<file path="src/sv/brsm_pkg.sv">
// ----------------------------------------------------------------------------
// brsm_pkg - shared types and codes for the bit stream run statistics monitor
// Holds command, group and scalar index codes, the decoded operation passed
// from the front end to the back end, and queue sizing constants.
// ----------------------------------------------------------------------------
package brsm_pkg;

  // Default histogram depth (run lengths 1 .. depth-1 are recorded)
  localparam int HIST_DEPTH_DEF = 32;

  // Queue sizing
  localparam int CMD_DEPTH = 4;
  localparam int OUT_DEPTH = 4;

  // Field widths
  localparam int IN_DATA_W = 8;
  localparam int STAT_W    = 64;
  localparam int IDX_W     = 5;

  typedef logic [STAT_W-1:0] stat_t;

  // Command codes (carried in tuser)
  localparam logic CMD_FEED = 1'b0;
  localparam logic CMD_READ = 1'b1;

  // Read groups
  localparam logic [1:0] GRP_SCALAR    = 2'd0;
  localparam logic [1:0] GRP_ZERO_HIST = 2'd1;
  localparam logic [1:0] GRP_ONE_HIST  = 2'd2;

  // Scalar read indexes
  localparam logic [IDX_W-1:0] RD_BITS     = 5'd0;
  localparam logic [IDX_W-1:0] RD_ONES     = 5'd1;
  localparam logic [IDX_W-1:0] RD_ZERO_MAX = 5'd2;
  localparam logic [IDX_W-1:0] RD_ONE_MAX  = 5'd3;
  localparam logic [IDX_W-1:0] RD_ZERO_NOW = 5'd4;
  localparam logic [IDX_W-1:0] RD_ONE_NOW  = 5'd5;
  localparam logic [IDX_W-1:0] RD_PAIR_00  = 5'd6;
  localparam logic [IDX_W-1:0] RD_PAIR_01  = 5'd7;
  localparam logic [IDX_W-1:0] RD_PAIR_10  = 5'd8;
  localparam logic [IDX_W-1:0] RD_PAIR_11  = 5'd9;

  // Histogram polarity (top address bit)
  localparam logic POL_ZERO = 1'b0;
  localparam logic POL_ONE  = 1'b1;

  // Decoded operation kinds
  typedef enum logic [1:0] {
    OP_FEED      = 2'd0,
    OP_RD_SCALAR = 2'd1,
    OP_RD_HIST   = 2'd2,
    OP_RD_NONE   = 2'd3
  } op_kind_t;

  // Operation as queued between front and back end
  typedef struct packed {
    op_kind_t         kind;
    logic             stream_bit;
    logic             pol;
    logic [IDX_W-1:0] index;
  } op_t;

  // Stage control travelling down the back-end pipeline
  typedef struct packed {
    logic emit;  // transaction produces a result
    logic mem;   // transaction touches the histogram memory
  } stage_ctrl_t;

endpackage

</file>
<file path="src/sv/brsm_hist.sv">
// ----------------------------------------------------------------------------
// brsm_hist - run-length histogram memory and result stage
// Both histograms share one memory addressed by {polarity, length-1}. A run
// close reads the entry, then writes back plus one; a back-to-back access to
// the same entry picks up the write data by forwarding. After reset a clearing
// pass zeroes the memory, one entry per cycle over all 2^ADDR_W entries.
// ----------------------------------------------------------------------------
module brsm_hist #(
  parameter int HIST_DEPTH = brsm_pkg::HIST_DEPTH_DEF
) (
  input  logic                        clk,
  input  logic                        rst_n,
  input  brsm_pkg::stage_ctrl_t       p1_ctrl,
  input  logic [$clog2(HIST_DEPTH):0] p1_addr,
  input  brsm_pkg::stat_t             p1_value,
  output logic                        clearing,
  output logic                        res_valid,
  output brsm_pkg::stat_t             res_value
);

  localparam int ADDR_W  = $clog2(HIST_DEPTH) + 1;
  localparam int ENTRIES = 2 ** ADDR_W;

  brsm_pkg::stat_t       hist_mem [ENTRIES];
  logic                  clr_busy_r;
  logic [ADDR_W-1:0]     clr_addr_r;
  brsm_pkg::stage_ctrl_t p2_ctrl_r;
  logic [ADDR_W-1:0]     p2_addr_r;
  brsm_pkg::stat_t       p2_value_r;
  brsm_pkg::stat_t       rd_data_r;

  brsm_pkg::stat_t wr_data;
  logic            wr_en, fwd;

  // Stage 2 result: entry value plus one for a run close
  assign wr_data = rd_data_r + brsm_pkg::STAT_W'(1);
  assign wr_en   = p2_ctrl_r.mem && !p2_ctrl_r.emit;
  assign fwd     = wr_en && (p2_addr_r == p1_addr);

  // Memory write (clearing pass or increment) and registered read with forwarding
  always_ff @(posedge clk) begin
    if (clr_busy_r) begin
      hist_mem[clr_addr_r] <= '0;
    end else if (wr_en) begin
      hist_mem[p2_addr_r] <= wr_data;
    end
    if (p1_ctrl.mem) begin
      if (fwd) begin
        rd_data_r <= wr_data;
      end else begin
        rd_data_r <= hist_mem[p1_addr];
      end
    end
  end

  // Clearing pass and stage-2 control
  always_ff @(posedge clk) begin
    if (!rst_n) begin
      clr_busy_r <= 1'b1;
      clr_addr_r <= '0;
      p2_ctrl_r  <= '0;
    end else begin
      if (clr_busy_r) begin
        clr_addr_r <= clr_addr_r + ADDR_W'(1);
        if (clr_addr_r == ADDR_W'(ENTRIES - 1)) begin
          clr_busy_r <= 1'b0;
        end
      end
      p2_ctrl_r <= p1_ctrl;
    end
  end

  always_ff @(posedge clk) begin
    p2_addr_r  <= p1_addr;
    p2_value_r <= p1_value;
  end

  assign clearing = clr_busy_r;

  // Result out
  assign res_valid = p2_ctrl_r.emit;
  assign res_value = p2_ctrl_r.mem ? rd_data_r : p2_value_r;

endmodule

</file>
<file path="config.mk">
export PLATFORM = sky130hd
export DESIGN_NAME = brsm_hist
export DESIGN_NICKNAME = d
export VERILOG_FILES = /design/src/sv/brsm_pkg.sv /design/src/sv/brsm_hist.sv
export SDC_FILE = /design/constraint.sdc
export NUM_CORES = 2
export LEC_CHECK = 0
export BUFFER_PORTS_ARGS = -buffer_cell sky130_fd_sc_hd__buf_4
export CORE_MARGIN = 8
export CORE_UTILIZATION = 60
export CTS_CLUSTER_DIAMETER = 120
export DETAILED_ROUTE_END_ITERATION = 7
export HOLD_SLACK_MARGIN = 0.05
export PLACE_DENSITY = 0.76
export SLEW_MARGIN = 20
export SYNTH_ARGS = -nofsm -noshare
export SYNTH_HDL_FRONTEND = slang
export SYNTH_SLANG_ARGS = --single-unit
</file>
<file path="constraint.sdc">
create_clock -name clk -period 6.2 [get_ports clk]
set_input_delay 1.24 -clock clk [delete_from_list [all_inputs] [get_ports clk]]
set_output_delay 1.24 -clock clk [all_outputs]
set_load 0.05 [all_outputs]
</file>
Yosys cells after proc, flatten, opt, wreduce, memory -nomap -nowiden

Memory sizes are Yosys's and may differ from the RTL's.
Index checks and enable logic that the tools add are counted.

Bits in writable memories: 4096
Register bits: 143
Output and inout bits: 66
Memories: 1
Bits of input ports: 74
Logic and storage cells: 28

Muxes and demuxes: 12
Reduce and logical (&&, ||, !) cells: 4
Equal/unequal tests: 2
Add/subtract/negate cells: 2

Memories:

| memory   | words | bits a word | rd ports | clocked after memory_dff | wr ports | RTL line        | source |
|---|---|---|---|---|---|---|---|
| hist_mem | 64    | 64          | 1        | 0                        | 1        | brsm_hist.sv:24 | `brsm_pkg::stat_t hist_mem [ENTRIES];` |

Operators by type and width:

| kind                    | count |
|---|---|
| $mux W64                | 3 |
| $add A64 B1 Y64 const B | 1 |
| $reduce_or A64 Y1       | 1 |
| $mux W1                 | 8 |
| $add A6 B1 Y6 const B   | 1 |
| $eq A6 B6 Y1            | 1 |
| $eq A6 B6 Y1 const B    | 1 |
| $mux W6                 | 1 |
| $logic_and A1 B1 Y1     | 2 |
| $logic_not A1 Y1        | 1 |

Depth between registers and ports, before layout

Depth after elaboration: 7
Mapped depth: 12
Gate-level depth less buffers: 7

Worst setup path before layout

No wires, ideal clock.

Path type: register to register
Start point: register clr_busy_r, in the netlist clearing
End point: memory hist_mem[10][0] in the netlist's numbering (enable)
Required time: 5713 ps
Period minus slack after synthesis: 5080 ps
Stages on the path, launching flop included: 9
Setup time: 487 ps
Arrival time: 4593 ps
Path buffers: 2
Slack: 1120 ps
Cell sequence: dfxtp_1 -> clkbuf_1 -> inv_1 -> nand2_1 -> clkbuf_1 -> nand3b_1 -> nand2_1 -> nand2_1 -> nor2_1

Cells in the longest elaborated chain, start to end: 4
Elaborated cells on any way between the ends: 7
Classes of those cells: mux: 6; reduce/logical: 1

RTL lines:

| item                                         | RTL line        | source |
|---|---|---|
| start: declaration                           | brsm_hist.sv:25 | `logic clr_busy_r;` |
| start signal: assignment                     | brsm_hist.sv:59 | `clr_busy_r <= 1'b1;` |
| start signal: assignment                     | brsm_hist.sv:66 | `clr_busy_r <= 1'b0;` |
| $mux W1                                      | brsm_hist.sv:42 | `if (clr_busy_r) begin` |
| $mux W1 (not written as such)                | brsm_hist.sv:45 | `hist_mem[p2_addr_r] <= wr_data;` |
| $reduce_or A64 Y1 (no line)                  | -               |  |
| $mux W6 (no line) or $mux W1 (tied branches) | -               |  |
| end: declaration                             | brsm_hist.sv:24 |  |

Several ways; a longest one is shown, not always the timed one.

Final worst setup path

Start point: register rd_data_r[1]
End point: memory hist_mem[4][32] in the netlist's numbering, data pin

Cells in the longest elaborated chain, start to end: 2

RTL lines:

| item                     | RTL line        | source |
|---|---|---|
| start: declaration       | brsm_hist.sv:30 | `brsm_pkg::stat_t rd_data_r;` |
| start signal: assignment | brsm_hist.sv:49 | `rd_data_r <= wr_data;` |
| start signal: assignment | brsm_hist.sv:51 | `rd_data_r <= hist_mem[p1_addr];` |
| $add A64 B1 Y64          | brsm_hist.sv:36 | `assign wr_data = rd_data_r + brsm_pkg::STAT_W'(1);` |
| $mux W64 (no line)       | -               |  |

No other way between the ends.

==> impl_metrics.tcl <==
set metrics [dict create \
    final_cells 11934 \
    die_h_microns 538 \
    initialDrtViolationCount 15898 \
    hold_path_class "input pin to flip-flop" \
    fin_ws_ns 1.15 \
    cap_violations 0 \
    critPathRequiredTime_ns 6.76 \
    syn_area_sq_mm 0.163 \
    fillers 15829 \
    critPathKind "flip-flop to flip-flop" \
    areaGrowthSynthToFinish_pct 12.6 \
    htreeDepth 5 \
    synth-edff-count 4160 \
    grt_start_max_net_pins 131 \
    remaining_drc_errors 0 \
    ys_async_sr_fraction 0 \
    dp_cells 11167 \
    status "finished clean" \
    num_rows 191 \
    synth_seq_area_share 0.774 \
    cp_top_family "simple AND/OR/NAND/NOR gates" \
    cts_resized 0 \
    wl_microns 486000 \
    leakage_nw 62.3 \
    holdPathStages 1 \
    cp_slowest_cell "and2_2" \
    avgRoutedWirePerCell_microns 40.8 \
    r2r-start "rd_data_r[1]" \
    ys.flop_type "edfxtp_1" \
    grt_pass1_vias 85866 \
    slew_viol_final 0 \
    groute.usage.overall 0.330 \
    cp_num_buf_inv 0 \
    p_total_mw 57.9 \
    cp.depth 6 \
    fp.dieArea_sq_mm 0.289 \
    die_width_microns 538 \
    coreArea_sq_mm 0.271 \
    ys_warn_count 0 \
    power_density_mw_per_mm2 315 \
    start_util 0.603 \
    r2r_setup_slack_ns 1.15 \
    via_per_inst 7.35 \
    drive_gt1_frac 0.260 \
    cp.arrival_ns 5.61 \
    worst_hold_slack_ns 0.423 \
    place_hpwl_microns 257000 \
    dr.pass1.iters 6 \
    num_io_pins 140 \
    clkTransAtPathRegs_ns 0.06 \
    timing.max_slew.rel_slack 0.161 \
    cts_hold_buffers 0 \
    r2r_cells 6 \
    slowest_delay_ns 0.96 \
    worst_pin_slew_ns 1.26 \
    crit_fanout 64 \
    yosysTopAreaCell "edfxtp_1" \
    ir_drop_v 0.000382 \
    fin_skew_ns 0.0585 \
    numCtsBuffers 400 \
    synth_top_area_frac 0.765 \
    vias 87731 \
    grt_pass1_wl_microns 665000 \
    cp-end-kind "flip-flop" \
    syn_inst 7580 \
    ys_top_cells_by_area "edfxtp_1 (76%), mux4_2 (12%), mux2i_1 (2.6%)" \
    clk_path_buf_depth 4 \
    rsz0062_at_grt "false" \
    syn-num-nets 7656 \
    fin_crit_ns 5.05 \
    holdPathEnd "p2_value_r[58]" \
    synth-seq-cells 4239 \
    fmax_mhz 198 \
    antenna_found_initial 12 \
    cts-root-buf "clkbuf_16" \
    insertion_delay_ns 0.94 \
    fin_crit_sh 0.815 \
    min-delay-start "p1_value[58]" \
    critical_path.startpoint_type "flip-flop" \
    grt-ovfl-total 0 \
    gp_congestion 0.926 \
    crit_chain "ha_1, nand2_1, nor3_1, nand4b_2, xnor2_1, and2_2" \
    detailedPlace.worstSlack_ns 1.08 \
    post_cts_buffers 0 \
    port-buffer-count 139 \
    cts_tree "built" \
    r2r_end "hist_mem[4][32]" \
    ant_nets 0 \
    hold_viol 0 \
    setup_viol 0 \
    syn_avg_cell_area_sq_um 21.5 \
    setup_tns_ns 0 \
    nets 8116 \
    synth_cell_type_count 73 \
    cts_sinks 4239 \
]
where the power goes:
part / internal, mW / switching, mW / leakage (nW)
clock: 13.5 / 10.6 / 6.20
combinational: 0.810 / 1.58 / 13.8
sequential: 31.2 / 0.178 / 42.4
worst reg2reg max path, stage by stage, from the launching register on:
cell	delay, ns
edfxtp_1	0.80
ha_1	0.50
nand2_1	0.23
nor3_1	0.93
nand4b_2	0.65
xnor2_1	0.57
and2_2	0.96
cells in the final DEF (no fill, tap or decap), types with 91 or more instances in the layout:
master     count
nand3_1      121
mux4_2       898
nor2_4       117
clkbuf_16    406
mux2i_1      420
nand2_1      275
buf_12        91
buf_4        341
a21oi_1      112
a22oi_1      256
edfxtp_1    4160
state kept, by name, summed over array words and instances (netlist names):
| register | count |
|---|---|
| p2_addr_r | 6 |
| hist_mem | 4096 |
| p2_ctrl_r | 1 |
| clearing | 1 |
| clr_addr_r | 6 |
| rd_data_r | 64 |
| p2_value_r | 64 |
| res_valid | 1 |
metrics by stage:
step,area (sq um),utilization
6_report,184000,0.679
5_1_grt,184000,0.679
3_3_place_gp,170000,0.629
3_5_place_dp,170000,0.629
2_1_floorplan,163000,-
4_1_cts,183000,0.676
layer usage:
layer | GRT usage | vias up | wire length (microns)
met5 | 0 | - | 87
met4 | 0.181 | 12 | 34900
met3 | 0.0961 | 1788 | 76800
met2 | 0.502 | 8493 | 220000
met1 | 0.437 | 44739 | 155000
li1 | - | 32699 | -
how the worst max path moves through the flow:
| stage | startpoint | endpoint | slack [ns] |
|---|---|---|---|
| floorplan | clearing | hist_mem[10][0] | 1.12 |
| CTS | rd_data_r[1] | hist_mem[8][62] | 1.50 |
| detailed placement | p1_addr[1] | rd_data_r[33] | 1.08 |
| global route | p2_ctrl_r[0] | hist_mem[29][16] | 1.39 |
| finish | rd_data_r[1] | hist_mem[4][32] | 1.15 |
| global placement | p1_addr[1] | rd_data_r[40] | 1.17 |
cell usage after synthesis, types with 19 or more instances:
library cell,instances
dfxtp_1,79
nand4_1,32
xnor2_1,54
a21oi_1,112
o211ai_1,25
mux2_2,71
o21ai_0,40
edfxtp_1,4160
buf_4,99
o22ai_1,88
clkbuf_1,91
a22oi_1,256
a211oi_1,42
a221oi_1,19
buf_2,125
nand3_1,121
mux4_2,898
buf_6,68
and2_1,30
nor3_1,56
mux2i_1,420
nand2_1,277
nor2_1,204
cells by family (layout without fill, tap and decap cells):
kind of cell	after synthesis	count (layout)	synth area share
flip-flops	4239	4239	0.774
multiplexers	1389	1389	0.154
AND/OR/NAND/NOR	812	812	0.0233
AO/OA/AOI/OAI	648	648	0.0272
buffers and inverters	418	1198	0.0165
XOR/XNOR	72	72	0.00386
adder cells (fa/ha/maj)	2	2	0.000153
other	0	4	0
final cells by class:
| class | instances | area, sq um | share of cell area |
|---|---|---|---|
| flip-flops and latches | 4239 | 127000 | 0.688 |
| multi-input cells | 2923 | 35100 | 0.191 |
| clock buffers | 478 | 10500 | 0.0569 |
| repair buffers | 459 | 5010 | 0.0272 |
| well taps | 3570 | 4470 | 0.0243 |
| clock inverters | 244 | 2240 | 0.0122 |
| inverters | 17 | 73.8 | 0.000401 |
| diodes | 4 | 10.0 | 0.0000544 |
No activity file was read; power rests on OpenSTA's default activity.
