**src/sv/brsm_pkg.sv**
```systemverilog
// ----------------------------------------------------------------------------
// brsm_pkg - shared types and codes for the bit stream run statistics monitor
// Holds command, group and scalar index codes, the decoded operation passed
// from the front end to the back end, and queue sizing constants.
// ----------------------------------------------------------------------------
package brsm_pkg;

  // Default histogram depth (run lengths 1 .. depth-1 are recorded)
  localparam int HIST_DEPTH_DEF = 32;

  // Queue sizing
  localparam int CMD_DEPTH = 4;
  localparam int OUT_DEPTH = 4;

  // Field widths
  localparam int IN_DATA_W = 8;
  localparam int STAT_W    = 64;
  localparam int IDX_W     = 5;

  typedef logic [STAT_W-1:0] stat_t;

  // Command codes (carried in tuser)
  localparam logic CMD_FEED = 1'b0;
  localparam logic CMD_READ = 1'b1;

  // Read groups
  localparam logic [1:0] GRP_SCALAR    = 2'd0;
  localparam logic [1:0] GRP_ZERO_HIST = 2'd1;
  localparam logic [1:0] GRP_ONE_HIST  = 2'd2;

  // Scalar read indexes
  localparam logic [IDX_W-1:0] RD_BITS     = 5'd0;
  localparam logic [IDX_W-1:0] RD_ONES     = 5'd1;
  localparam logic [IDX_W-1:0] RD_ZERO_MAX = 5'd2;
  localparam logic [IDX_W-1:0] RD_ONE_MAX  = 5'd3;
  localparam logic [IDX_W-1:0] RD_ZERO_NOW = 5'd4;
  localparam logic [IDX_W-1:0] RD_ONE_NOW  = 5'd5;
  localparam logic [IDX_W-1:0] RD_PAIR_00  = 5'd6;
  localparam logic [IDX_W-1:0] RD_PAIR_01  = 5'd7;
  localparam logic [IDX_W-1:0] RD_PAIR_10  = 5'd8;
  localparam logic [IDX_W-1:0] RD_PAIR_11  = 5'd9;

  // Histogram polarity (top address bit)
  localparam logic POL_ZERO = 1'b0;
  localparam logic POL_ONE  = 1'b1;

  // Decoded operation kinds
  typedef enum logic [1:0] {
    OP_FEED      = 2'd0,
    OP_RD_SCALAR = 2'd1,
    OP_RD_HIST   = 2'd2,
    OP_RD_NONE   = 2'd3
  } op_kind_t;

  // Operation as queued between front and back end
  typedef struct packed {
    op_kind_t         kind;
    logic             stream_bit;
    logic             pol;
    logic [IDX_W-1:0] index;
  } op_t;

  // Stage control travelling down the back-end pipeline
  typedef struct packed {
    logic emit;  // transaction produces a result
    logic mem;   // transaction touches the histogram memory
  } stage_ctrl_t;

endpackage

```
**src/sv/brsm_core.sv**
```systemverilog
// ----------------------------------------------------------------------------
// brsm_core - scalar counters and run tracking
// Applies each fed bit to the bit, ones, run and pair counters, raises a
// histogram increment when a run closes, and answers scalar reads.
// ----------------------------------------------------------------------------
module brsm_core #(
  parameter int HIST_DEPTH = brsm_pkg::HIST_DEPTH_DEF
) (
  input  logic                        clk,
  input  logic                        rst_n,
  input  logic                        issue,
  input  brsm_pkg::op_t               op,
  output brsm_pkg::stage_ctrl_t       p1_ctrl,
  output logic [$clog2(HIST_DEPTH):0] p1_addr,
  output brsm_pkg::stat_t             p1_value
);

  localparam int HIDX_W = $clog2(HIST_DEPTH);
  localparam int ADDR_W = HIDX_W + 1;

  brsm_pkg::stat_t bit_cnt_r,  bit_cnt_nxt;
  brsm_pkg::stat_t ones_cnt_r, ones_cnt_nxt;
  brsm_pkg::stat_t zero_now_r, zero_now_nxt;
  brsm_pkg::stat_t one_now_r,  one_now_nxt;
  brsm_pkg::stat_t zero_max_r, zero_max_nxt;
  brsm_pkg::stat_t one_max_r,  one_max_nxt;
  brsm_pkg::stat_t pair_r   [4];
  brsm_pkg::stat_t pair_nxt [4];
  logic            prev_r, prev_nxt;

  brsm_pkg::stage_ctrl_t p1_ctrl_r, p1_ctrl_nxt;
  logic [ADDR_W-1:0]     p1_addr_r, p1_addr_nxt;
  brsm_pkg::stat_t       p1_value_r, p1_value_nxt;

  brsm_pkg::stat_t zero_inc, one_inc, scalar_val;
  logic [1:0]      pair_sel;

  assign zero_inc = zero_now_r + brsm_pkg::STAT_W'(1);
  assign one_inc  = one_now_r + brsm_pkg::STAT_W'(1);
  assign pair_sel = {prev_r, op.stream_bit};

  // Scalar read mux
  always_comb begin
    unique case (op.index)
      brsm_pkg::RD_BITS:     scalar_val = bit_cnt_r;
      brsm_pkg::RD_ONES:     scalar_val = ones_cnt_r;
      brsm_pkg::RD_ZERO_MAX: scalar_val = zero_max_r;
      brsm_pkg::RD_ONE_MAX:  scalar_val = one_max_r;
      brsm_pkg::RD_ZERO_NOW: scalar_val = zero_now_r;
      brsm_pkg::RD_ONE_NOW:  scalar_val = one_now_r;
      brsm_pkg::RD_PAIR_00:  scalar_val = pair_r[0];
      brsm_pkg::RD_PAIR_01:  scalar_val = pair_r[1];
      brsm_pkg::RD_PAIR_10:  scalar_val = pair_r[2];
      brsm_pkg::RD_PAIR_11:  scalar_val = pair_r[3];
      default:               scalar_val = '0;
    endcase
  end

  // Counter update and stage-1 issue
  always_comb begin
    bit_cnt_nxt  = bit_cnt_r;
    ones_cnt_nxt = ones_cnt_r;
    zero_now_nxt = zero_now_r;
    one_now_nxt  = one_now_r;
    zero_max_nxt = zero_max_r;
    one_max_nxt  = one_max_r;
    prev_nxt     = prev_r;
    for (int k = 0; k < 4; k++) begin
      pair_nxt[k] = pair_r[k];
    end
    p1_ctrl_nxt  = '0;
    p1_addr_nxt  = p1_addr_r;
    p1_value_nxt = p1_value_r;

    if (issue) begin
      unique case (op.kind)
        brsm_pkg::OP_FEED: begin
          bit_cnt_nxt = bit_cnt_r + brsm_pkg::STAT_W'(1);
          if (op.stream_bit) begin
            ones_cnt_nxt = ones_cnt_r + brsm_pkg::STAT_W'(1);
            one_now_nxt  = one_inc;
            if (one_inc > one_max_r) begin
              one_max_nxt = one_inc;
            end
            // a one closes the zero run
            if (zero_now_r != '0) begin
              zero_now_nxt = '0;
              if (zero_now_r < brsm_pkg::STAT_W'(HIST_DEPTH)) begin
                p1_ctrl_nxt.mem = 1'b1;
                p1_addr_nxt = {brsm_pkg::POL_ZERO,
                               zero_now_r[HIDX_W-1:0] - HIDX_W'(1)};
              end
            end
          end else begin
            zero_now_nxt = zero_inc;
            if (zero_inc > zero_max_r) begin
              zero_max_nxt = zero_inc;
            end
            // a zero closes the one run
            if (one_now_r != '0) begin
              one_now_nxt = '0;
              if (one_now_r < brsm_pkg::STAT_W'(HIST_DEPTH)) begin
                p1_ctrl_nxt.mem = 1'b1;
                p1_addr_nxt = {brsm_pkg::POL_ONE,
                               one_now_r[HIDX_W-1:0] - HIDX_W'(1)};
              end
            end
          end
          for (int k = 0; k < 4; k++) begin
            if (pair_sel == 2'(k)) begin
              pair_nxt[k] = pair_r[k] + brsm_pkg::STAT_W'(1);
            end
          end
          prev_nxt = op.stream_bit;
        end
        brsm_pkg::OP_RD_SCALAR: begin
          p1_ctrl_nxt.emit = 1'b1;
          p1_value_nxt     = scalar_val;
        end
        brsm_pkg::OP_RD_HIST: begin
          p1_ctrl_nxt.emit = 1'b1;
          p1_ctrl_nxt.mem  = 1'b1;
          p1_addr_nxt      = {op.pol, HIDX_W'(op.index)};
        end
        default: begin
          p1_ctrl_nxt.emit = 1'b1;
          p1_value_nxt     = '0;
        end
      endcase
    end
  end

  always_ff @(posedge clk) begin
    if (!rst_n) begin
      bit_cnt_r  <= '0;
      ones_cnt_r <= '0;
      zero_now_r <= '0;
      one_now_r  <= '0;
      zero_max_r <= '0;
      one_max_r  <= '0;
      prev_r     <= 1'b0;
      for (int k = 0; k < 4; k++) begin
        pair_r[k] <= '0;
      end
      p1_ctrl_r  <= '0;
    end else begin
      bit_cnt_r  <= bit_cnt_nxt;
      ones_cnt_r <= ones_cnt_nxt;
      zero_now_r <= zero_now_nxt;
      one_now_r  <= one_now_nxt;
      zero_max_r <= zero_max_nxt;
      one_max_r  <= one_max_nxt;
      prev_r     <= prev_nxt;
      for (int k = 0; k < 4; k++) begin
        pair_r[k] <= pair_nxt[k];
      end
      p1_ctrl_r  <= p1_ctrl_nxt;
    end
  end

  // Stage-1 payload
  always_ff @(posedge clk) begin
    p1_addr_r  <= p1_addr_nxt;
    p1_value_r <= p1_value_nxt;
  end

  assign p1_ctrl  = p1_ctrl_r;
  assign p1_addr  = p1_addr_r;
  assign p1_value = p1_value_r;

endmodule

```
**config.mk**
```make
export PLATFORM = sky130hd
export DESIGN_NAME = brsm_core
export DESIGN_NICKNAME = d
export VERILOG_FILES = /design/src/sv/brsm_pkg.sv /design/src/sv/brsm_core.sv
export SDC_FILE = /design/constraint.sdc
export NUM_CORES = 2
export LEC_CHECK = 0
export ABC_AREA = 0
export CAP_MARGIN = 20
export CORE_MARGIN = 2
export CORE_UTILIZATION = 45
export DETAILED_ROUTE_END_ITERATION = 7
export DONT_BUFFER_PORTS = 1
export PLACE_DENSITY = 0.59
export SLEW_MARGIN = 20
export SYNTH_ARGS = -nofsm -noshare
export SYNTH_HDL_FRONTEND = slang
export SYNTH_SLANG_ARGS = --single-unit
```
**constraint.sdc**
```tcl
create_clock -name clk -period 4.38 [get_ports clk]
set_input_delay 0.219 -clock clk [delete_from_list [all_inputs] [get_ports clk]]
set_output_delay 0.219 -clock clk [all_outputs]
set_load 0.03 [all_outputs]
```
Word-level counts from Yosys, hierarchy flattened --
Memories as Yosys holds them, arrays and structs flattened. Index checks and enable logic that the tools add are counted.
Cells by class: $add $sub $neg 10, order comparisons 4, equality and inequality tests 19, muxes and demuxes 31, bitwise gates (word level) 6, reduce and logical (&&, ||, !) cells 17
Operators with widths (number):
- $mux W64 | 12
- $pmux W64 S10 | 1
- $add A64 B1 Y64 const B | 8
- $mux W256 | 2
- $gt A64 B64 Y1 | 2
- $lt A64 B6 Y1 const B | 2
- $pmux W64 S2 | 1
- $reduce_bool A64 Y1 | 2
- $mux W6 | 5
- $eq A5 B3 Y1 const B | 4
- $ne A3 B3 Y1 const B | 4
- $pmux W6 S2 | 1
- $eq A5 B2 Y1 const B | 2
- $eq A5 B4 Y1 const B | 2
- $sub A5 B1 Y5 const B | 2
- $reduce_and A3 Y1 | 3
- $mux W1 | 8
- $reduce_and A4 Y1 | 2
- $eq A2 B2 Y1 const B | 3
- $reduce_and A2 Y1 | 3
- $reduce_and A6 Y1 | 1
- $eq A5 B1 Y1 const B | 1
- $logic_not A5 Y1 | 1
- $eq A2 B1 Y1 const B | 2
- other kinds (7) | 13
Storage, ports and cells: flip-flop bits (word level) 457, RAM bits 256, output and inout bits 72, word-level logic and storage cells 99, memories 1
Memories:
- pair_r | depth 4, width 64, rd ports 4, clocked after Yosys merged registers in 0, write ports 4, line brsm_core.sv:27 | brsm_pkg::stat_t pair_r [4];

Longest topological paths before layout --
depth after elaboration 5, mapped depth 18, depth with buffers taken out 14

Worst setup path after synthesis --
No wires, ideal clock.
path type register to register, start point register one_now_r[11], end point register one_max_r[10], setup time 72 ps, arrival time 4435 ps, setup slack -127 ps, cell stages (with the launch flop) 18, buffers on the path 4, cell sequence dfxtp_1 buf_2 nand3_1 or4_1 buf_2 or3_1 nor4_4 xor2_1 ha_1 nand4_1 or4_1 nor4_1 a221o_1 a31oi_1 a21oi_1 buf_2 buf_2 mux2i_1
On the way: longest elaborated chain between the ends 3
RTL lines:
- start: declaration | line brsm_core.sv:24 | brsm_pkg::stat_t one_now_r, one_now_nxt;
- start signal: assignment | line brsm_core.sv:150 | one_now_r <= one_now_nxt;
- $add A64 B1 Y64 | line brsm_core.sv:39 | assign one_inc = one_now_r + brsm_pkg::STAT_W'(1);
- net one_inc[59] | line brsm_core.sv:35 | brsm_pkg::stat_t zero_inc, one_inc, scalar_val;
- $gt A64 B64 Y1 | line brsm_core.sv:82 | if (one_inc > one_max_r) begin
- $reduce_and A4 Y1 (no line)
- end signal: assignment | line brsm_core.sv:152 | one_max_r <= one_max_nxt;
- end: declaration | line brsm_core.sv:26 | brsm_pkg::stat_t one_max_r, one_max_nxt;
The timed path passes the listed nets, and every way through them passes these cells. A chain may end at the register's enable or synchronous reset.

Worst setup path in the final report --
start point register one_now_r[12], end point register one_max_r[39]
Same word-level chain as after synthesis.

==> impl_metrics.env <==
export IMPL_clock_skew_ns=0.02062
export IMPL_ys_flop_type="dfxtp_1"
export IMPL_cts_buffer_depth=3
export IMPL_synth_commonest_cells="643 x dfxtp_1, 543 x nand2_1, 500 x nor2_1, 263 x clkbuf_1, 221 x xnor2_1"
export IMPL_cp_start_kind="register"
export IMPL_synthToLayoutAreaGrowth_pct=18.16
export IMPL_synth_edf_count=70
export IMPL_cts_buffers_inserted=81
export IMPL_critPathMaxStageDelay_ns=0.54
export IMPL_clock_latency_ns=0.65
export IMPL_critPathCaptureType="register"
export IMPL_drv_cap=0
export IMPL_hold_class="input pin to register"
export IMPL_syn_inst=4758
export IMPL_vias_per_cell=6.072
export IMPL_holdWs_ns=0.04377
export IMPL_pre_cts_slack_ns=-0.2178
export IMPL_vias=37330
export IMPL_die_area_mm2=0.08964
export IMPL_grt_max_degree=250
export IMPL_die_w_um=299.4
export IMPL_grt_use_total=0.3171
export IMPL_grt_pass1_wl_um=217300
export IMPL_ant_nets=0
export IMPL_power_w=0.01410
export IMPL_max_slew_worst_pin_slew_ns=1.102
export IMPL_cts_tree="done"
export IMPL_worst_slack_ns=0.02082
export IMPL_leakage_nw=15.96
export IMPL_swShare=0.2303
export IMPL_dp_hpwl_um=106400
export IMPL_relSlewSlack=0.2651
export IMPL_hold_viol_final=0
export IMPL_clockRootBuffer="clkbuf_16"
export IMPL_synth_top_cell_area_share=0.3278
export IMPL_finalCriticalPeriod_ns=4.359
export IMPL_io_pins=84
export IMPL_setup_violations_final=0
export IMPL_wl_per_cell_um=23.90
export IMPL_synthTopCellsByArea="dfxtp_1 33%, edfxtp_1 5.4%, nand2_1 5.2%"
export IMPL_period_share=0.9952
export IMPL_drive_gt1_frac=0.1166
export IMPL_ys_warn_count=0
export IMPL_die_h_um=299.4
export IMPL_syn_avg_cell_area_um2=8.253
export IMPL_initial_core_util=0.4534
export IMPL_htreeDepth=3
export IMPL_slowest_stage="or4_4"
export IMPL_cts_sinks=713
export IMPL_seqPwrFrac=0.474
export IMPL_clkPwrFrac=0.498
export IMPL_rows=108
export IMPL_nNetsFinal=5074
export IMPL_grt_antenna_before_repair=16
export IMPL_portBuffers=0
export IMPL_cp_max_fo=6
export IMPL_crit_arrival_ns=4.93
export IMPL_synthArstFlopShare=0
export IMPL_status="finished clean"
export IMPL_grt_pass1_vias=33710
export IMPL_required_ns=4.95
export IMPL_power_net_switching_w=0.003247
export IMPL_syn_area_mm2=0.03927
export IMPL_vdd_drop_max_v=0.0002875
export IMPL_drtPass1Iterations=6
export IMPL_power_density_mw_per_mm2=303.8
export IMPL_drc_errors=0
export IMPL_internal_power_w=0.01085
export IMPL_syn_nets=4909
export IMPL_overflow=0
export IMPL_synth_seq_cells=713
export IMPL_core_area_mm2=0.08662
export IMPL_slew_violations=0
export IMPL_postRouteWirelength_um=146900
export IMPL_yosysUniqueCellTypes=66
export IMPL_first_iter_violations=4634
export IMPL_crit_type="register to register"
export IMPL_fmax_ghz=0.2294
export IMPL_yosysSeqAreaShare=0.3813
export IMPL_power_frac_comb=0.028
export IMPL_synth_most_common_cell="dfxtp_1"
export IMPL_path_cells="nand3_2 -> buf_4 -> nor4_2 -> buf_4 -> nand4_1 -> buf_6 -> nor4_4 -> xor2_1 -> ha_1 -> nand4_1 -> or4_4 -> nor4_4 -> a221o_1 -> a31oi_4 -> a21oi_4 -> buf_12 -> buf_12 -> clkbuf_16 -> mux2i_1"
export IMPL_globalplace_congestion=0.9488
export IMPL_clk_pin_slew_ns=0.06
export IMPL_rsz0062_at_grt="true"
export IMPL_yosys_area_top_type="dfxtp_1"
## metrics by stage
stage | instances | setup TNS [ns] | utilization | cell area, um^2
6_report | 6148 | 0 | 0.5357 | 46400
5_1_grt | 6145 | -1.392 | 0.5356 | 46390
4_1_cts | 6123 | 0 | 0.5282 | 45750
3_5_place_dp | 5890 | -13.83 | 0.4850 | 42010
3_3_place_gp | 5890 | -11.88 | 0.4850 | 42010
2_1_floorplan | 4758 | -3.527 | - | 39280
## layout by cell type (no fill, tap or decap), types with 78 or more instances in the layout
cell type / n
dfxtp_1: 633
nand2_1: 540
nor2_1: 490
buf_4: 285
xnor2_1: 216
a22oi_1: 214
a21oi_1: 212
xor2_1: 208
inv_1: 208
nand3_1: 197
nand4_1: 154
o21ai_0: 153
ha_1: 137
mux2i_1: 132
or3_1: 102
nor3_1: 91
clkbuf_16: 89
a221oi_1: 82
a22o_1: 78
## final cells by class
cell class,instances,area [um^2]
Antenna cell,3,7.507
Clock buffer,114,2417
Clock inverter,36,301.5
Fill cell,8040,40220
Inverter,209,792.0
Multi-Input combinational cell,3528,22930
Sequential cell,713,14990
Tap cell,1155,1445
Timing Repair Buffer,390,3518
## critical path: cells and delay by family (launching register included)
kind / cells / cell delay (ns)
xor+xnor: 1 / 0.29
simple gates: 7 / 1.80
flops: 1 / 0.34
fa+ha+maj: 1 / 0.17
compound gates: 3 / 0.48
mux: 1 / 0.19
buf+inv: 6 / 1.01
## timing repair
action                                  4_1_cts  5_1_grt
gates resized for setup                      25       82
endpoints found under the setup margin      120      128
setup buffers                                 8       18
pin swaps                                    11       34
endpoints found under the hold margin       185        0
hold buffers                                 73        0
cloned                                        2        4
## routing by layer
| layer | vias up | global-route usage | part of all wire |
|---|---|---|---|
| li1 | 17310 | - | - |
| met1 | 18050 | 0.4664 | 0.44 |
| met2 | 1720 | 0.4606 | 0.42 |
| met3 | 241 | 0.06139 | 0.10 |
| met4 | 10 | 0.1085 | 0.035 |
| met5 | - | 0 | 0.00047 |
## final timing paths
path                    end           start  slack (ns)  cells after the start
max           one_max_r[39]   one_now_r[12]        0.02                     19
min            pair_r[1][3]           op[8]        0.04                      4
max reg2reg   one_max_r[39]   one_now_r[12]        0.02                     19
min reg2reg  zero_max_r[49]  zero_max_r[49]        0.47                      2
## state kept, by name, indices dropped and copies added (netlist names)
name / count
p1_value: 64
ones_cnt_r: 64
one_max_r: 64
pair_r: 256
bit_cnt_r: 64
one_now_r: 64
prev_r: 1
p1_addr: 6
p1_ctrl: 2
zero_now_r: 64
zero_max_r: 64
## logic make-up after synthesis
group | Yosys count | synth area share
multiplexers | 133 | 0.03390
AO/OA/AOI/OAI | 871 | 0.1493
buffers and inverters | 517 | 0.05111
XOR/XNOR | 433 | 0.09657
AND/OR/NAND/NOR | 1952 | 0.2435
flip-flops | 713 | 0.3813
adder cells (fa/ha/maj) | 139 | 0.04429
## power by group through the flow
stage / registers [W] / logic (W) / clock network, W
after global placement: 0.00683 / 0.000307 / 0
after global routing: 0.00669 / 0.000410 / 0.00736
after detailed placement: 0.00683 / 0.000308 / 0
after CTS: 0.00669 / 0.000375 / 0.00709
after floorplan: 0.00682 / 0.000237 / 0
final: 0.00669 / 0.000390 / 0.00702
(Power assumes the default switching activity.)
