--- config.mk ---
export PLATFORM = sky130hd
export DESIGN_NAME = brsm_fifo
export DESIGN_NICKNAME = d
export VERILOG_FILES = /design/src/sv/brsm_fifo.sv
export SDC_FILE = /design/constraint.sdc
export NUM_CORES = 1
export LEC_CHECK = 0
export ABC_AREA = 1
export BUFFER_PORTS_ARGS = -buffer_cell sky130_fd_sc_hd__buf_2
export CAP_MARGIN = 20
export CELL_PAD_IN_SITES_DETAIL_PLACEMENT = 1
export CELL_PAD_IN_SITES_GLOBAL_PLACEMENT = 2
export CORE_MARGIN = 2
export CORE_UTILIZATION = 37
export DETAILED_ROUTE_END_ITERATION = 8
export PLACE_DENSITY = 0.78
export SLEW_MARGIN = 20
export SYNTH_ARGS = -nofsm -noshare
export SYNTH_HDL_FRONTEND = slang
export SYNTH_SLANG_ARGS = --single-unit
--- constraint.sdc ---
create_clock -name clk -period 1.9 [get_ports clk]
set_input_delay 0.095 -clock clk [delete_from_list [all_inputs] [get_ports clk]]
set_output_delay 0.095 -clock clk [all_outputs]
set_load 0.01 [all_outputs]
--- src/sv/brsm_fifo.sv ---
// ----------------------------------------------------------------------------
// brsm_fifo - small register-based FIFO
// First-word-fall-through queue used for the command queue and the result
// queue. Push is ignored when full, pop is ignored when empty.
// ----------------------------------------------------------------------------
module brsm_fifo #(
  parameter int WIDTH = 8,
  parameter int DEPTH = 4
) (
  input  logic             clk,
  input  logic             rst_n,
  input  logic             wr_en,
  input  logic [WIDTH-1:0] wr_data,
  output logic             full,
  input  logic             rd_en,
  output logic [WIDTH-1:0] rd_data,
  output logic             empty
);

  localparam int PTR_W = (DEPTH > 1) ? $clog2(DEPTH) : 1;
  localparam int CNT_W = $clog2(DEPTH + 1);

  logic [WIDTH-1:0] store_r [DEPTH];
  logic [PTR_W-1:0] wr_ptr_r, wr_ptr_nxt;
  logic [PTR_W-1:0] rd_ptr_r, rd_ptr_nxt;
  logic [CNT_W-1:0] count_r, count_nxt;
  logic             push, pop;

  assign full    = (count_r == CNT_W'(DEPTH));
  assign empty   = (count_r == '0);
  assign push    = wr_en && !full;
  assign pop     = rd_en && !empty;
  assign rd_data = store_r[rd_ptr_r];

  // Pointer and occupancy update
  always_comb begin
    wr_ptr_nxt = wr_ptr_r;
    rd_ptr_nxt = rd_ptr_r;
    count_nxt  = count_r + CNT_W'(push) - CNT_W'(pop);
    if (push) begin
      wr_ptr_nxt = (wr_ptr_r == PTR_W'(DEPTH - 1)) ? '0 : wr_ptr_r + PTR_W'(1);
    end
    if (pop) begin
      rd_ptr_nxt = (rd_ptr_r == PTR_W'(DEPTH - 1)) ? '0 : rd_ptr_r + PTR_W'(1);
    end
  end

  always_ff @(posedge clk) begin
    if (!rst_n) begin
      wr_ptr_r <= '0;
      rd_ptr_r <= '0;
      count_r  <= '0;
    end else begin
      wr_ptr_r <= wr_ptr_nxt;
      rd_ptr_r <= rd_ptr_nxt;
      count_r  <= count_nxt;
    end
  end

  // Storage
  always_ff @(posedge clk) begin
    if (push) begin
      store_r[wr_ptr_r] <= wr_data;
    end
  end

endmodule

# Word-level counts from Yosys, hierarchy flattened
# Memory sizes are Yosys's and may differ from the RTL's. A register that Yosys moved wholly into a read port is not among the register bits.
# Cells that the tools add are included.
[word_totals]
reg_bits = 7
mem_bits_rw = 32
in_bits = 12
elab_cells = 22
memories = 1
[memory_table]
columns = ["name", "words", "width", "read_ports", "rd_clocked_by_memory_dff", "write_ports", "line_no", "source"]
rows = [
  ["store_r", 4, 8, 1, 1, 1, "23", "logic [WIDTH-1:0] store_r [DEPTH];"],
]
[classes]
n_addsub = 4
eq_ne = 3
n_mux = 6
reduce_logical = 5
[ops]
columns = ["op", "count"]
rows = [
  ["$mux W2", 4],
  ["$add A2 B1 Y2 const B", 2],
  ["$eq A2 B2 Y1 const B", 2],
  ["$add A3 B1 Y3", 1],
  ["$eq A3 B3 Y1 const B", 1],
  ["$logic_not A3 Y1", 1],
  ["$sub A3 B1 Y3", 1],
  ["$logic_and A1 B1 Y1", 2],
  ["$logic_not A1 Y1", 2],
  ["$mux W1", 2],
]

# Depth between registers and ports, before layout
# Gate-level depths: netlist (run 1).
[depth]
word_depth = 5
mapped_depth = 11

# Worst setup path after synthesis (run 1)
# No wires, ideal clock.
[synth_path]
path_kind = "register to register"
start = "reg count_r[1]"
end = "reg count_r[2]"
arrival_time_ps = 1694
path_slack_ps = 93
path_stages_with_launch = 11
period_less_slack_ps = 1807
cell_sequence = "dfxtp_1 > nor2_1 > nand2_1 > inv_1 > nor2_1 > ha_1 > inv_1 > ha_1 > fa_1 > nor2_1 > nor2_1"
[synth_via]
elab_cells_between_ends = 8
cone_classes = "add/sub: 2; eq/ne: 1; reduce/logical: 5"
[synth_rtl]
columns = ["item", "line_no", "source"]
rows = [
  ["from (decl)", "26", "logic [CNT_W-1:0] count_r, count_nxt;"],
  ["from (signal assigned)", "56", "count_r <= count_nxt;"],
  ["$logic_not A3 Y1", "30", "assign empty = (count_r == '0);"],
  ["named net empty", "17", "output logic empty"],
  ["$logic_not A1 Y1", "32", "assign pop = rd_en && !empty;"],
  ["$logic_and A1 B1 Y1", "32", ""],
  ["$sub A3 B1 Y3", "39", "count_nxt = count_r + CNT_W'(push) - CNT_W'(pop);"],
]
# The timed path passes the listed nets, and every way through them passes these cells.
# A chain may end at the register's enable or synchronous reset.

# Worst setup path after layout (run 1)
[layout_path]
start = "reg count_r[0]"
end = "reg count_r[2]"
[layout_via]
elab_chain_len = 5
elab_cells_between_ends = 8
cone_classes = "add/sub: 2; eq/ne: 1; reduce/logical: 5"
[layout_rtl]
columns = ["item", "line_no", "source"]
rows = [
  ["$eq A3 B3 Y1", "29", "assign full = (count_r == CNT_W'(DEPTH));"],
  ["$logic_not A1 Y1", "31", "assign push = wr_en && !full;"],
  ["$logic_and A1 B1 Y1", "31", ""],
  ["$add A3 B1 Y3", "39", ""],
  ["$sub A3 B1 Y3 (*)", "39", ""],
]
# Mark *: on every way between the ends. The rest lies on a longest branch, timed or not.

==> impl_metrics.sql, run 1 <==
INSERT INTO impl_metrics (metric_group, metric, value, unit) VALUES
('clock_network', 'tritoncts_num_sinks', '41', ''),
('clock_network', 'clock_latency', '0.28', 'ns'),
('yosys', 'synthDominantCellAreaShare', '57.10', '%'),
('clock_network', 'clk_pin_slew', '0.07', 'ns'),
('sta', 'max_freq', '563.5', 'MHz'),
('yosys', 'mappedNetlistNets', '162', ''),
('clock_network', 'h-tree-depth', '2', ''),
('die', 'core', '4354', 'um2'),
('placed_design', 'placement.io_buffers', '21', ''),
('layout', 'area_delta_synth_final', '17.17', '%'),
('yosys', 'netlist_top_cells_area', 'sky130_fd_sc_hd__edfxtp_1 57%, sky130_fd_sc_hd__dfxtp_1 11%, sky130_fd_sc_hd__nor2_1 6.5%', ''),
('yosys', 'synthCells', '142', ''),
('layout', 'area_occupied_by_multi_input_gates', '460.4', 'um2'),
('global_routing', 'wire_length_of_the_first_global_routing_pass', '5.492', 'mm'),
('placed_design', 'gpl.final_weighted_congestion', '0.6987', ''),
('worst_setup_path', 'critical_path_arrival', '2.00', 'ns'),
('clock_network', 'max-clock-path-buffers', '2', ''),
('sta', 'period_share', '93.39', '%'),
('routing', 'starting_drc_count_in_detailed_routing', '31', ''),
('sta', 'timing.final.setup_violations', '0', ''),
('sta', 'worst_slew_margin_rel', '74.50', '%'),
('routing', 'firstDrtPassIters', '4', ''),
('clock_network', 'cts_post_setup_buffers_inserted', '0', ''),
('routing', 'drt.antenna.violating_nets', '0', ''),
('layout', 'final_area', '1972', 'um2'),
('global_routing', 'antenna_violations_before_repair', '0', ''),
('die', 'rows', '24', ''),
('yosys', 'yosys.cell_count.top_type', 'sky130_fd_sc_hd__edfxtp_1', ''),
('clock_network', 'count_of_hold_buffers_inserted_by_post_cts_repair', '0', ''),
('die', 'design.portCount', '22', ''),
('clock_network', 'cts_buffers', '5', ''),
('yosys', 'synth_flop_cell', 'sky130_fd_sc_hd__edfxtp_1', ''),
('yosys', 'post_synth_num_cell_types', '20', ''),
('layout', 'layout.area.seq', '1142', 'um2'),
('clock_network', 'tritoncts', 'done', ''),
('sta', 'grt_setup_unrepaired', 'true', ''),
('clock_network', 'clockRootBuffer', 'sky130_fd_sc_hd__clkbuf_8', ''),
('global_routing', 'via_count_of_the_first_global_routing_pass', '1189', ''),
('worst_setup_path', 'timing.critical_path.from_type', 'flip-flop', ''),
('routing', 'vias_per_cell', '4.890', ''),
('status', 'run_status', 'completed', ''),
('power_and_ir_drop', 'vdd_ir_max', '0.5143', 'mV'),
('layout', 'finish.net_count', '195', ''),
('yosys', 'post_synth_most_frequent_cells', '32 x sky130_fd_sc_hd__edfxtp_1, 29 x sky130_fd_sc_hd__nor2_1, 16 x sky130_fd_sc_hd__inv_1', ''),
('yosys', 'synth_sequential_area_ratio', '67.81', '%'),
('yosys', 'syn_area', '1683', 'um2'),
('sta', 'time_the_final_worst_path_needs_with_i_o_delays_and_setup', '1.774', 'ns'),
('worst_setup_path', 'crit_chain', 'nor2_2 -> nand2_2 -> inv_2 -> nor2_1 -> ha_1 -> inv_1 -> ha_1 -> fa_1 -> nand2_1 -> nand2_1 -> nor2_1', ''),
('global_routing', 'grt_overflow_total', '0', ''),
('layout', 'n_antenna_cell', '0', ''),
('die', 'floorplan.initialDensity', '38.65', '%'),
('sta', 'report.final.hold_viol_count', '0', ''),
('sta', 'skew', '0.003399', 'ns'),
('routing', 'route.detailed.drc', '0', ''),
('sta', 'pins_over_their_slew_limit', '0', ''),
('sta', 'worstMarginPinSlew', '0.3821', 'ns'),
('layout', 'drive_gt1_share', '26.14', '%'),
('die', 'floorplan.die_area', '5104', 'um2'),
('placed_design', 'placed_area', '1883', 'um2'),
('routing', 'num_vias', '1115', ''),
('layout', 'final.fill_count', '480', ''),
('global_routing', 'global_route.usage.total', '14.20', '%'),
('power_and_ir_drop', 'power.density_cell_area', '1354', 'nW/um2'),
('yosys', 'postSynthAreaPerCell', '11.85', 'um2'),
('worst_setup_path', 'critical_path.slowest_cell', 'sky130_fd_sc_hd__fa_1', ''),
('yosys', 'synth_area_leader_cell', 'sky130_fd_sc_hd__edfxtp_1', ''),
('placed_design', 'place_hpwl', '2.384', 'mm'),
('die', 'die_h', '71.44', 'um'),
('worst_setup_path', 'crit_path_max_fanout', '2', ''),
('routing', 'postRouteWirelength', '3.327', 'mm'),
('worst_setup_path', 'worst_path_largest_cell_delay', '0.38', 'ns');
-- state kept, by name, indices dropped and copies added, names as in the netlist, named ones only --
signal / cells
store_r: 32
wr_ptr_r: 2
rd_ptr_r: 2
count_r: 3
-- cell type report --
type	count	area share [%]
inverters	17	3.236
repair buffers	28	7.995
multi-input cells	82	23.35
well taps	52	3.299
flip-flops and latches	41	57.93
clock buffers	6	3.680
clock inverters	2	0.5076
-- where the power goes --
part           total, mW  leakage [nW]  internal (mW)  switching, mW
clock              0.525        0.0450          0.254          0.271
combinational      0.918         0.397          0.374          0.544
sequential          1.23         0.368           1.12          0.104
total               2.67         0.810           1.75          0.918
-- stage by stage --
step | setup TNS (ns) | instances | hold WS [ns] | utilization, % | setup WS, ns
after floorplan | 0 | 142 | 0.1885 | - | 0.09333
after global placement | 0 | 220 | 0.3064 | 43.25 | 0.1667
after detailed placement | 0 | 220 | 0.3154 | 43.25 | 0.002460
after CTS | 0 | 228 | 0.01672 | 45.20 | 0.02502
after global routing | -0.01761 | 228 | 0.01714 | 45.29 | -0.01761
final | 0 | 228 | 0.02568 | 45.29 | 0.1255
-- logic make-up after synthesis --
| kind of cell | share of synthesized area (%) |
|---|---|
| and+or+nand+nor | 11.38 |
| AOI/OAI and AO/OA | 8.774 |
| buffers and inverters | 5.130 |
| adders and majority gates | 6.394 |
| DFF | 67.81 |
| xor gates and xnor gates | 0.5205 |
-- path summary, 6_finish.rpt --
check	start	to	slack (ns)	depth (start not counted)
max	count_r[0]$_SDFF_PN0_	count_r[2]$_SDFF_PN0_	0.13	11
min	wr_data[5]	store_r[2][5]$_DFFE_PP_	0.03	1
max reg2reg	count_r[0]$_SDFF_PN0_	count_r[2]$_SDFF_PN0_	0.13	11
min reg2reg	rd_ptr_r[1]$_SDFFE_PN0N_	rd_ptr_r[1]$_SDFFE_PN0N_	0.54	2
-- per-layer routing --
metal	vias to the layer above	track usage, %	wire length [um]
met1	550	16.41	1405
met4	0	5.031	32
met2	13	25.72	1775
met5	-	0	0
li1	548	-	-
met3	4	3.235	113
-- placed cells by master, fill, tap and decap left out --
cell type                  synthesis  final
sky130_fd_sc_hd__clkbuf_8          0      5
sky130_fd_sc_hd__o21ai_2           2      2
sky130_fd_sc_hd__dfxtp_1           9      8
sky130_fd_sc_hd__xnor2_1           1      1
sky130_fd_sc_hd__a21oi_1           2      2
sky130_fd_sc_hd__o21ai_1           2      2
sky130_fd_sc_hd__nand3_1           1      1
sky130_fd_sc_hd__inv_1            16     15
sky130_fd_sc_hd__ha_1              7      7
sky130_fd_sc_hd__inv_2             1      2
sky130_fd_sc_hd__edfxtp_1         32     32
sky130_fd_sc_hd__fa_1              1      1
sky130_fd_sc_hd__nand3b_1          1      1
sky130_fd_sc_hd__o21ai_0          12     12
sky130_fd_sc_hd__or2_2             1      1
sky130_fd_sc_hd__dfxtp_2           0      1
sky130_fd_sc_hd__clkinv_2          0      2
sky130_fd_sc_hd__buf_2             0     21
sky130_fd_sc_hd__nor2_2            2      3
sky130_fd_sc_hd__nand2_1          12     11
sky130_fd_sc_hd__clkbuf_1          0      1
sky130_fd_sc_hd__buf_4             0      7
sky130_fd_sc_hd__nor2_1           29     28
sky130_fd_sc_hd__nand2_2           1      2
sky130_fd_sc_hd__o22ai_1           8      8
-- what timing repair did --
action,4_1_cts,5_1_grt
cloned,0,0
pin swaps,0,2
resized for setup,1,3
setup endpoints to repair,1,2
-- critical path: cells and delay by family, from the launching register on --
kind / cells / cell delay, ns
buf+inv: 2 / 0.10
fa+ha+maj: 3 / 0.82
simple gates: 6 / 0.47
flops: 1 / 0.32
(Power assumes the default switching activity.)
==> run 2, diff against run 1 <==
Settings changed: BUFFER_PORTS_ARGS -buffer_cell sky130_fd_sc_hd__buf_2 to default, CORE_UTILIZATION 37 to 41, DONT_BUFFER_PORTS from default to 1.
==> run 2 against run 1 <==
Sequential share of layout area did not move. Highest routed layer unchanged. Critical path depth fell by 1. Largest power group unchanged. Clock skew rose by 0.0011 ns. Sequential power barely moved. Fmax fell by 2.9%. Setup slack got worse by 0.052 ns. Non-clock buffer count fell by 10. Core utilization rose by 4.4 points. Total power fell by 2.5%. Via count fell by 4.1%.
==> impl_metrics.sql, run 2 (same netlist as run 1, synthesis figures left out) <==
INSERT INTO impl_metrics (metric_group, metric, value, unit) VALUES
('status', 'run_status', 'completed', ''),
('sta', 'timing.final.setup_violations', '0', ''),
('clock_network', 'clockRootBuffer', 'sky130_fd_sc_hd__clkbuf_8', ''),
('clock_network', 'tritoncts_num_sinks', '41', ''),
('clock_network', 'cts_post_setup_buffers_inserted', '0', ''),
('sta', 'pins_over_their_slew_limit', '0', ''),
('layout', 'final_area', '1972', 'um2'),
('die', 'design.portCount', '22', ''),
('routing', 'postRouteWirelength', '3.284', 'mm'),
('global_routing', 'grt_overflow_total', '0', ''),
('sta', 'period_share', '96.14', '%'),
('sta', 'max_freq', '547.5', 'MHz'),
('die', 'floorplan.initialDensity', '42.38', '%'),
('global_routing', 'antenna_violations_before_repair', '0', ''),
('clock_network', 'clock_latency', '0.29', 'ns'),
('worst_setup_path', 'timing.setup.critical_path_class', 'flip-flop to flip-flop', ''),
('power_and_ir_drop', 'intPower', '1.699', 'mW'),
('global_routing', 'via_count_of_the_first_global_routing_pass', '1110', ''),
('routing', 'num_vias', '1069', ''),
('power_and_ir_drop', 'power.share.clock', '20.5', '%'),
('worst_setup_path', 'critical_path.slowest_cell', 'sky130_fd_sc_hd__fa_2', ''),
('layout', 'layout.area.seq', '1142', 'um2'),
('power_and_ir_drop', 'p_total', '2.603', 'mW'),
('layout', 'finish.net_count', '185', ''),
('worst_setup_path', 'critical_path.top_delay_family', 'adder cells', ''),
('worst_setup_path', 'rr_worst_depth', '10', ''),
('sta', 'worstMarginPinSlew', '0.4139', 'ns'),
('sta', 'skew', '0.004477', 'ns'),
('worst_setup_path', 'rr_endpoint', 'count_r[1]$_SDFF_PN0_', ''),
('worst_setup_path', 'timing.critical_path.from_type', 'flip-flop', ''),
('placed_design', 'place.detailed.instances', '198', ''),
('routing', 'wire_per_inst', '15.20', 'um'),
('worst_setup_path', 'endpoint_kind', 'flip-flop', ''),
('global_routing', 'grt_max_degree', '17', ''),
('worst_setup_path', 'buffer_and_inverter_count_on_the_worst_path', '3', ''),
('layout', 'top_regs', 'store_r x32, count_r x3', ''),
('power_and_ir_drop', 'vdd_ir_max', '0.7016', 'mV'),
('power_and_ir_drop', 'p_leak', '0.7716', 'nW'),
('power_and_ir_drop', 'power.sequential.fraction', '47.2', '%'),
('sta', 'hold-worst-slack', '0.01894', 'ns'),
('clock_network', 'tritoncts', 'done', ''),
('worst_setup_path', 'reg2reg_slack', '0.07', 'ns'),
('power_and_ir_drop', 'power.share.switching', '34.74', '%'),
('global_routing', 'global_route.usage.total', '16.43', '%'),
('die', 'die_h', '68.07', 'um'),
('layout', 'final.fill_count', '431', ''),
('routing', 'firstDrtPassIters', '4', ''),
('clock_network', 'clk_pin_slew', '0.07', 'ns'),
('routing', 'starting_drc_count_in_detailed_routing', '42', ''),
('layout', 'highest_count_cells_in_the_layout_ignoring_fill_and_taps', '32 x sky130_fd_sc_hd__edfxtp_1, 28 x sky130_fd_sc_hd__nor2_1, 15 x sky130_fd_sc_hd__inv_1', ''),
('worst_setup_path', 'crit_path_max_fanout', '2', ''),
('layout', 'area_delta_synth_final', '17.17', '%'),
('layout', 'drive_gt1_share', '15.66', '%'),
('worst_setup_path', 'worst-endpoint-required', '2.14', 'ns'),
('global_routing', 'wire_length_of_the_first_global_routing_pass', '5.250', 'mm'),
('die', 'floorplan.die.width', '68.07', 'um'),
('power_and_ir_drop', 'total_switching_power', '0.9044', 'mW'),
('layout', 'largest_register_ff_count', '32', ''),
('clock_network', 'h-tree-depth', '2', ''),
('layout', 'finalCoreUtilization', '49.65', '%'),
('worst_setup_path', 'path_depth', '10', ''),
('layout', 'finalNonFillerCells', '216', ''),
('layout', 'mostFrequentLayoutCell', 'sky130_fd_sc_hd__edfxtp_1', ''),
('worst_setup_path', 'critical_path_arrival', '2.06', 'ns'),
('job', 'max_cap_violations', '0', ''),
('worst_setup_path', 'crit_start', 'count_r[0]$_SDFF_PN0_', ''),
('sta', 'time_the_final_worst_path_needs_with_i_o_delays_and_setup', '1.827', 'ns'),
('placed_design', 'gpl.final_weighted_congestion', '0.7066', ''),
('clock_network', 'cts_buffers', '5', ''),
('worst_setup_path', 'critical_path.endpoint', 'count_r[1]$_SDFF_PN0_', ''),
('clock_network', 'max-clock-path-buffers', '2', ''),
('layout', 'largest_register', 'store_r', ''),
('routing', 'vias_per_cell', '4.949', ''),
('sta', 'worst_slew_margin_rel', '72.37', '%'),
('layout', 'n_antenna_cell', '0', ''),
('placed_design', 'placed_area', '1783', 'um2'),
('die', 'floorplan.die_area', '4633', 'um2'),
('layout', 'area_occupied_by_multi_input_gates', '460.4', 'um2'),
('routing', 'route.detailed.drc', '0', ''),
('die', 'core', '3971', 'um2'),
('placed_design', 'placement.io_buffers', '0', ''),
('die', 'rows', '23', ''),
('worst_setup_path', 'crit_chain', 'nor2_2 -> nand2_1 -> inv_2 -> nor2_1 -> ha_1 -> inv_1 -> ha_1 -> fa_2 -> nand2_1 -> inv_1', ''),
('power_and_ir_drop', 'power.density_cell_area', '1320', 'nW/um2'),
('sta', 'report.final.hold_viol_count', '0', ''),
('worst_setup_path', 'worst_path_largest_cell_delay', '0.52', 'ns'),
('placed_design', 'place_hpwl', '2.361', 'mm'),
('power_and_ir_drop', 'pwr-share-comb', '32.3', '%'),
('worst_setup_path', 'worstReg2RegStart', 'count_r[0]$_SDFF_PN0_', ''),
('routing', 'drt.antenna.violating_nets', '0', ''),
('hold_path', 'min_path_type', 'input pin to flip-flop', '');
run 2: changes by cell type in the layout (fill, tap and decap cells not counted):
cell / previous run / this run
sky130_fd_sc_hd__dlygate4sd3_1: 0 / 10
sky130_fd_sc_hd__fa_1: 1 / 0
sky130_fd_sc_hd__buf_4: 7 / 8
sky130_fd_sc_hd__fa_2: 0 / 1
sky130_fd_sc_hd__nand2_2: 2 / 1
sky130_fd_sc_hd__nand2_1: 11 / 12
sky130_fd_sc_hd__buf_2: 21 / 0
run 2: worst min path at each step:
stage	start	to	slack [ns]	cells past startpoint
floorplan	rst_n	count_r[1]$_SDFF_PN0_	0.19	2
CTS	rd_en	flip-flop	0.01	2
global placement	wr_data[4]	store_r[1][4]$_DFFE_PP_	0.19	0
finish	rd_en	flip-flop	0.02	2
detailed placement	wr_data[6]	store_r[3][6]$_DFFE_PP_	0.19	0
global route	rd_en	flip-flop	0.03	2
run 2: per-layer routing:
layer / GRT usage (%) / part of all wire [%]
met2: 29.61 / 54
met1: 17.85 / 41
met4: 6.750 / 1.3
met5: 0 / 0
met3: 4.934 / 4.0
run 2: area by class of cell:
class,count,area share [%]
clock buffer,6,3.680
clock inverter,2,0.5076
inverter,17,3.236
multi-input combinational,82,23.35
sequential,41,57.93
tap,50,3.173
timing repair buffer,18,8.122
run 2: power by group through the flow:
| stage | logic [mW] | registers [mW] | clock network, mW |
|---|---|---|---|
| 2_1_floorplan | 0.596 | 1.20 | 0 |
| 6_report | 0.841 | 1.23 | 0.534 |
| 4_1_cts | 0.844 | 1.23 | 0.545 |
| 3_3_place_gp | 0.768 | 1.24 | 0 |
| 3_5_place_dp | 0.817 | 1.25 | 0 |
| 5_1_grt | 0.959 | 1.25 | 0.592 |
run 2: what timing repair did:
action                                  4_1_cts  5_1_grt
gates resized for setup                       0        4
endpoints found under the hold margin        41        0
endpoints found under the setup margin        0        2
hold buffers                                 10        0
run 2: through the flow:
| step | setup TNS, ns | setup slack (ns) |
|---|---|---|
| 6_report | 0 | 0.07343 |
| 5_1_grt | -0.008894 | -0.008894 |
| 4_1_cts | 0 | 0.03311 |
| 3_5_place_dp | 0 | 0.04626 |
| 3_3_place_gp | 0 | 0.1771 |
| 2_1_floorplan | 0 | 0.09333 |
==> run 3, diff against run 2 <==
Settings changed: CORE_MARGIN 2 to 4.
==> run 3 against run 2 <==
Final cell count down 0.46%. Fmax increased by 2.6%. Critical path depth unchanged. Sequential share of layout area down 0.56 points. Largest power group unchanged. Non-clock buffer count shrank 1. Cell area increased by 1.1%. Hold slack lost 0.0082 ns. Total power increased by 4.7%. Setup slack gained 0.047 ns.
==> impl_metrics.sql, run 3 (same netlist as run 1, synthesis figures left out) <==
INSERT INTO impl_metrics (metric_group, metric, value, unit) VALUES
('clock_network', 'clock_latency', '0.28', 'ns'),
('layout', 'drive_gt1_share', '16.97', '%'),
('layout', 'largest_register', 'store_r', ''),
('worst_setup_path', 'worst-endpoint-required', '2.13', 'ns'),
('global_routing', 'wire_length_of_the_first_global_routing_pass', '5.409', 'mm'),
('power_and_ir_drop', 'p_leak', '0.7726', 'nW'),
('global_routing', 'grt_max_degree', '17', ''),
('job', 'max_cap_violations', '0', ''),
('routing', 'route.detailed.drc', '0', ''),
('power_and_ir_drop', 'p_total', '2.725', 'mW'),
('routing', 'num_vias', '1048', ''),
('worst_setup_path', 'timing.critical_path.from_type', 'flip-flop', ''),
('sta', 'worstMarginPinSlew', '0.3170', 'ns'),
('sta', 'timing.final.setup_violations', '0', ''),
('routing', 'firstDrtPassIters', '4', ''),
('worst_setup_path', 'crit_path_max_fanout', '2', ''),
('global_routing', 'via_count_of_the_first_global_routing_pass', '1142', ''),
('layout', 'largest_register_ff_count', '32', ''),
('routing', 'vias_per_cell', '4.874', ''),
('placed_design', 'place_hpwl', '2.182', 'mm'),
('sta', 'max_freq', '561.9', 'MHz'),
('worst_setup_path', 'critical_path_arrival', '2.01', 'ns'),
('worst_setup_path', 'endpoint_kind', 'flip-flop', ''),
('layout', 'finish.net_count', '184', ''),
('die', 'floorplan.die.width', '72.07', 'um'),
('layout', 'finalCoreUtilization', '50.19', '%'),
('clock_network', 'cts_buffers', '5', ''),
('layout', 'final_area', '1993', 'um2'),
('layout', 'mostFrequentLayoutCell', 'sky130_fd_sc_hd__edfxtp_1', ''),
('layout', 'n_antenna_cell', '0', ''),
('sta', 'period_share', '93.67', '%'),
('die', 'die_h', '72.07', 'um'),
('layout', 'top_regs', 'store_r x32, count_r x3', ''),
('placed_design', 'placement.io_buffers', '0', ''),
('sta', 'worst_slew_margin_rel', '78.84', '%'),
('clock_network', 'h-tree-depth', '2', ''),
('sta', 'pins_over_their_slew_limit', '0', ''),
('sta', 'report.final.hold_viol_count', '0', ''),
('routing', 'wire_per_inst', '14.31', 'um'),
('routing', 'starting_drc_count_in_detailed_routing', '33', ''),
('clock_network', 'clockRootBuffer', 'sky130_fd_sc_hd__clkbuf_8', ''),
('power_and_ir_drop', 'vdd_ir_max', '0.5873', 'mV'),
('die', 'core', '3971', 'um2'),
('routing', 'drt.antenna.violating_nets', '0', ''),
('die', 'design.portCount', '22', ''),
('hold_path', 'hold_start', 'rd_en', ''),
('sta', 'time_the_final_worst_path_needs_with_i_o_delays_and_setup', '1.780', 'ns'),
('power_and_ir_drop', 'power.density_cell_area', '1367', 'nW/um2'),
('layout', 'highest_count_cells_in_the_layout_ignoring_fill_and_taps', '32 x sky130_fd_sc_hd__edfxtp_1, 28 x sky130_fd_sc_hd__nor2_1, 15 x sky130_fd_sc_hd__inv_1', ''),
('global_routing', 'grt_overflow_total', '0', ''),
('worst_setup_path', 'crit_start', 'count_r[0]$_SDFF_PN0_', ''),
('sta', 'skew', '0.003558', 'ns'),
('die', 'rows', '23', ''),
('hold_path', 'min_path_type', 'input pin to flip-flop', ''),
('placed_design', 'placed_area', '1783', 'um2'),
('worst_setup_path', 'worstReg2RegStart', 'count_r[0]$_SDFF_PN0_', ''),
('clock_network', 'tritoncts_num_sinks', '41', ''),
('placed_design', 'gpl.final_weighted_congestion', '0.7342', ''),
('status', 'run_status', 'completed', ''),
('die', 'floorplan.initialDensity', '42.38', '%'),
('die', 'floorplan.die_area', '5193', 'um2'),
('global_routing', 'antenna_violations_before_repair', '0', ''),
('clock_network', 'max-clock-path-buffers', '2', ''),
('clock_network', 'tritoncts', 'done', ''),
('routing', 'postRouteWirelength', '3.077', 'mm'),
('worst_setup_path', 'timing.setup.critical_path_class', 'flip-flop to flip-flop', ''),
('clock_network', 'clk_pin_slew', '0.07', 'ns'),
('layout', 'area_delta_synth_final', '18.44', '%'),
('global_routing', 'global_route.usage.total', '13.73', '%');
run 3: report_power, final:
part	internal [mW]	switching, mW
clock	0.386	0.278
sequential	1.13	0.0973
combinational	0.322	0.516
total	1.83	0.891
run 3: cell type report:
type	count	area (um2)
clock buffers	5	68.82
clock inverters	3	41.29
fillers	439	1978
inverters	17	63.81
multi-input cells	82	462.9
flip-flops and latches	41	1144
well taps	50	62.56
repair buffers	17	150.1
run 3: path summary, 6_finish.rpt:
path | end | slack (ns) | depth (start not counted)
worst max-delay path | count_r[1]$_SDFF_PN0_ | 0.12 | 10
worst min-delay path | rd_ptr_r[0]$_SDFFE_PN0N_ | 0.01 | 3
worst min register to register | rd_ptr_r[1]$_SDFFE_PN0N_ | 0.54 | 2
worst max register to register | count_r[1]$_SDFF_PN0_ | 0.12 | 10
run 3: stage by stage:
| step | std cells | setup TNS (ns) | hold WS [ns] | worst slack (ns) |
|---|---|---|---|---|
| after floorplan | 142 | 0 | 0.1885 | 0.09333 |
| after global placement | 198 | 0 | 0.1941 | 0.1767 |
| after detailed placement | 198 | 0 | 0.1941 | 0.09045 |
| after CTS | 215 | 0 | 0.001881 | 0.06591 |
| after global routing | 215 | -0.002033 | 0.02893 | -0.002033 |
| final | 215 | 0 | 0.01070 | 0.1202 |
run 3: per-layer routing:
metal	wire length, um	GRT usage, %	vias up
met4	76	6.889	0
met2	1597	23.15	22
li1	-	-	524
met1	1274	16.27	492
met5	0	0	-
met3	128	3.324	10
run 3: critical path, stage by stage, from the launching register on:
cell and delay, ns:
sky130_fd_sc_hd__dfxtp_2 0.34, sky130_fd_sc_hd__nor2_2 0.11, sky130_fd_sc_hd__nand2_1 0.09, sky130_fd_sc_hd__inv_2 0.06, sky130_fd_sc_hd__nor2_1 0.04, sky130_fd_sc_hd__ha_1 0.26
sky130_fd_sc_hd__inv_1 0.04, sky130_fd_sc_hd__ha_2 0.16, sky130_fd_sc_hd__fa_2 0.51, sky130_fd_sc_hd__nand2_1 0.05, sky130_fd_sc_hd__inv_1 0.05
run 3: what timing repair did:
action / CTS / global route
hold buffers: 9 / 0
buffers inserted: 0 / 0
endpoints found under the hold margin: 41 / 0
gates resized for setup: 0 / 6
setup endpoints to repair: 0 / 2
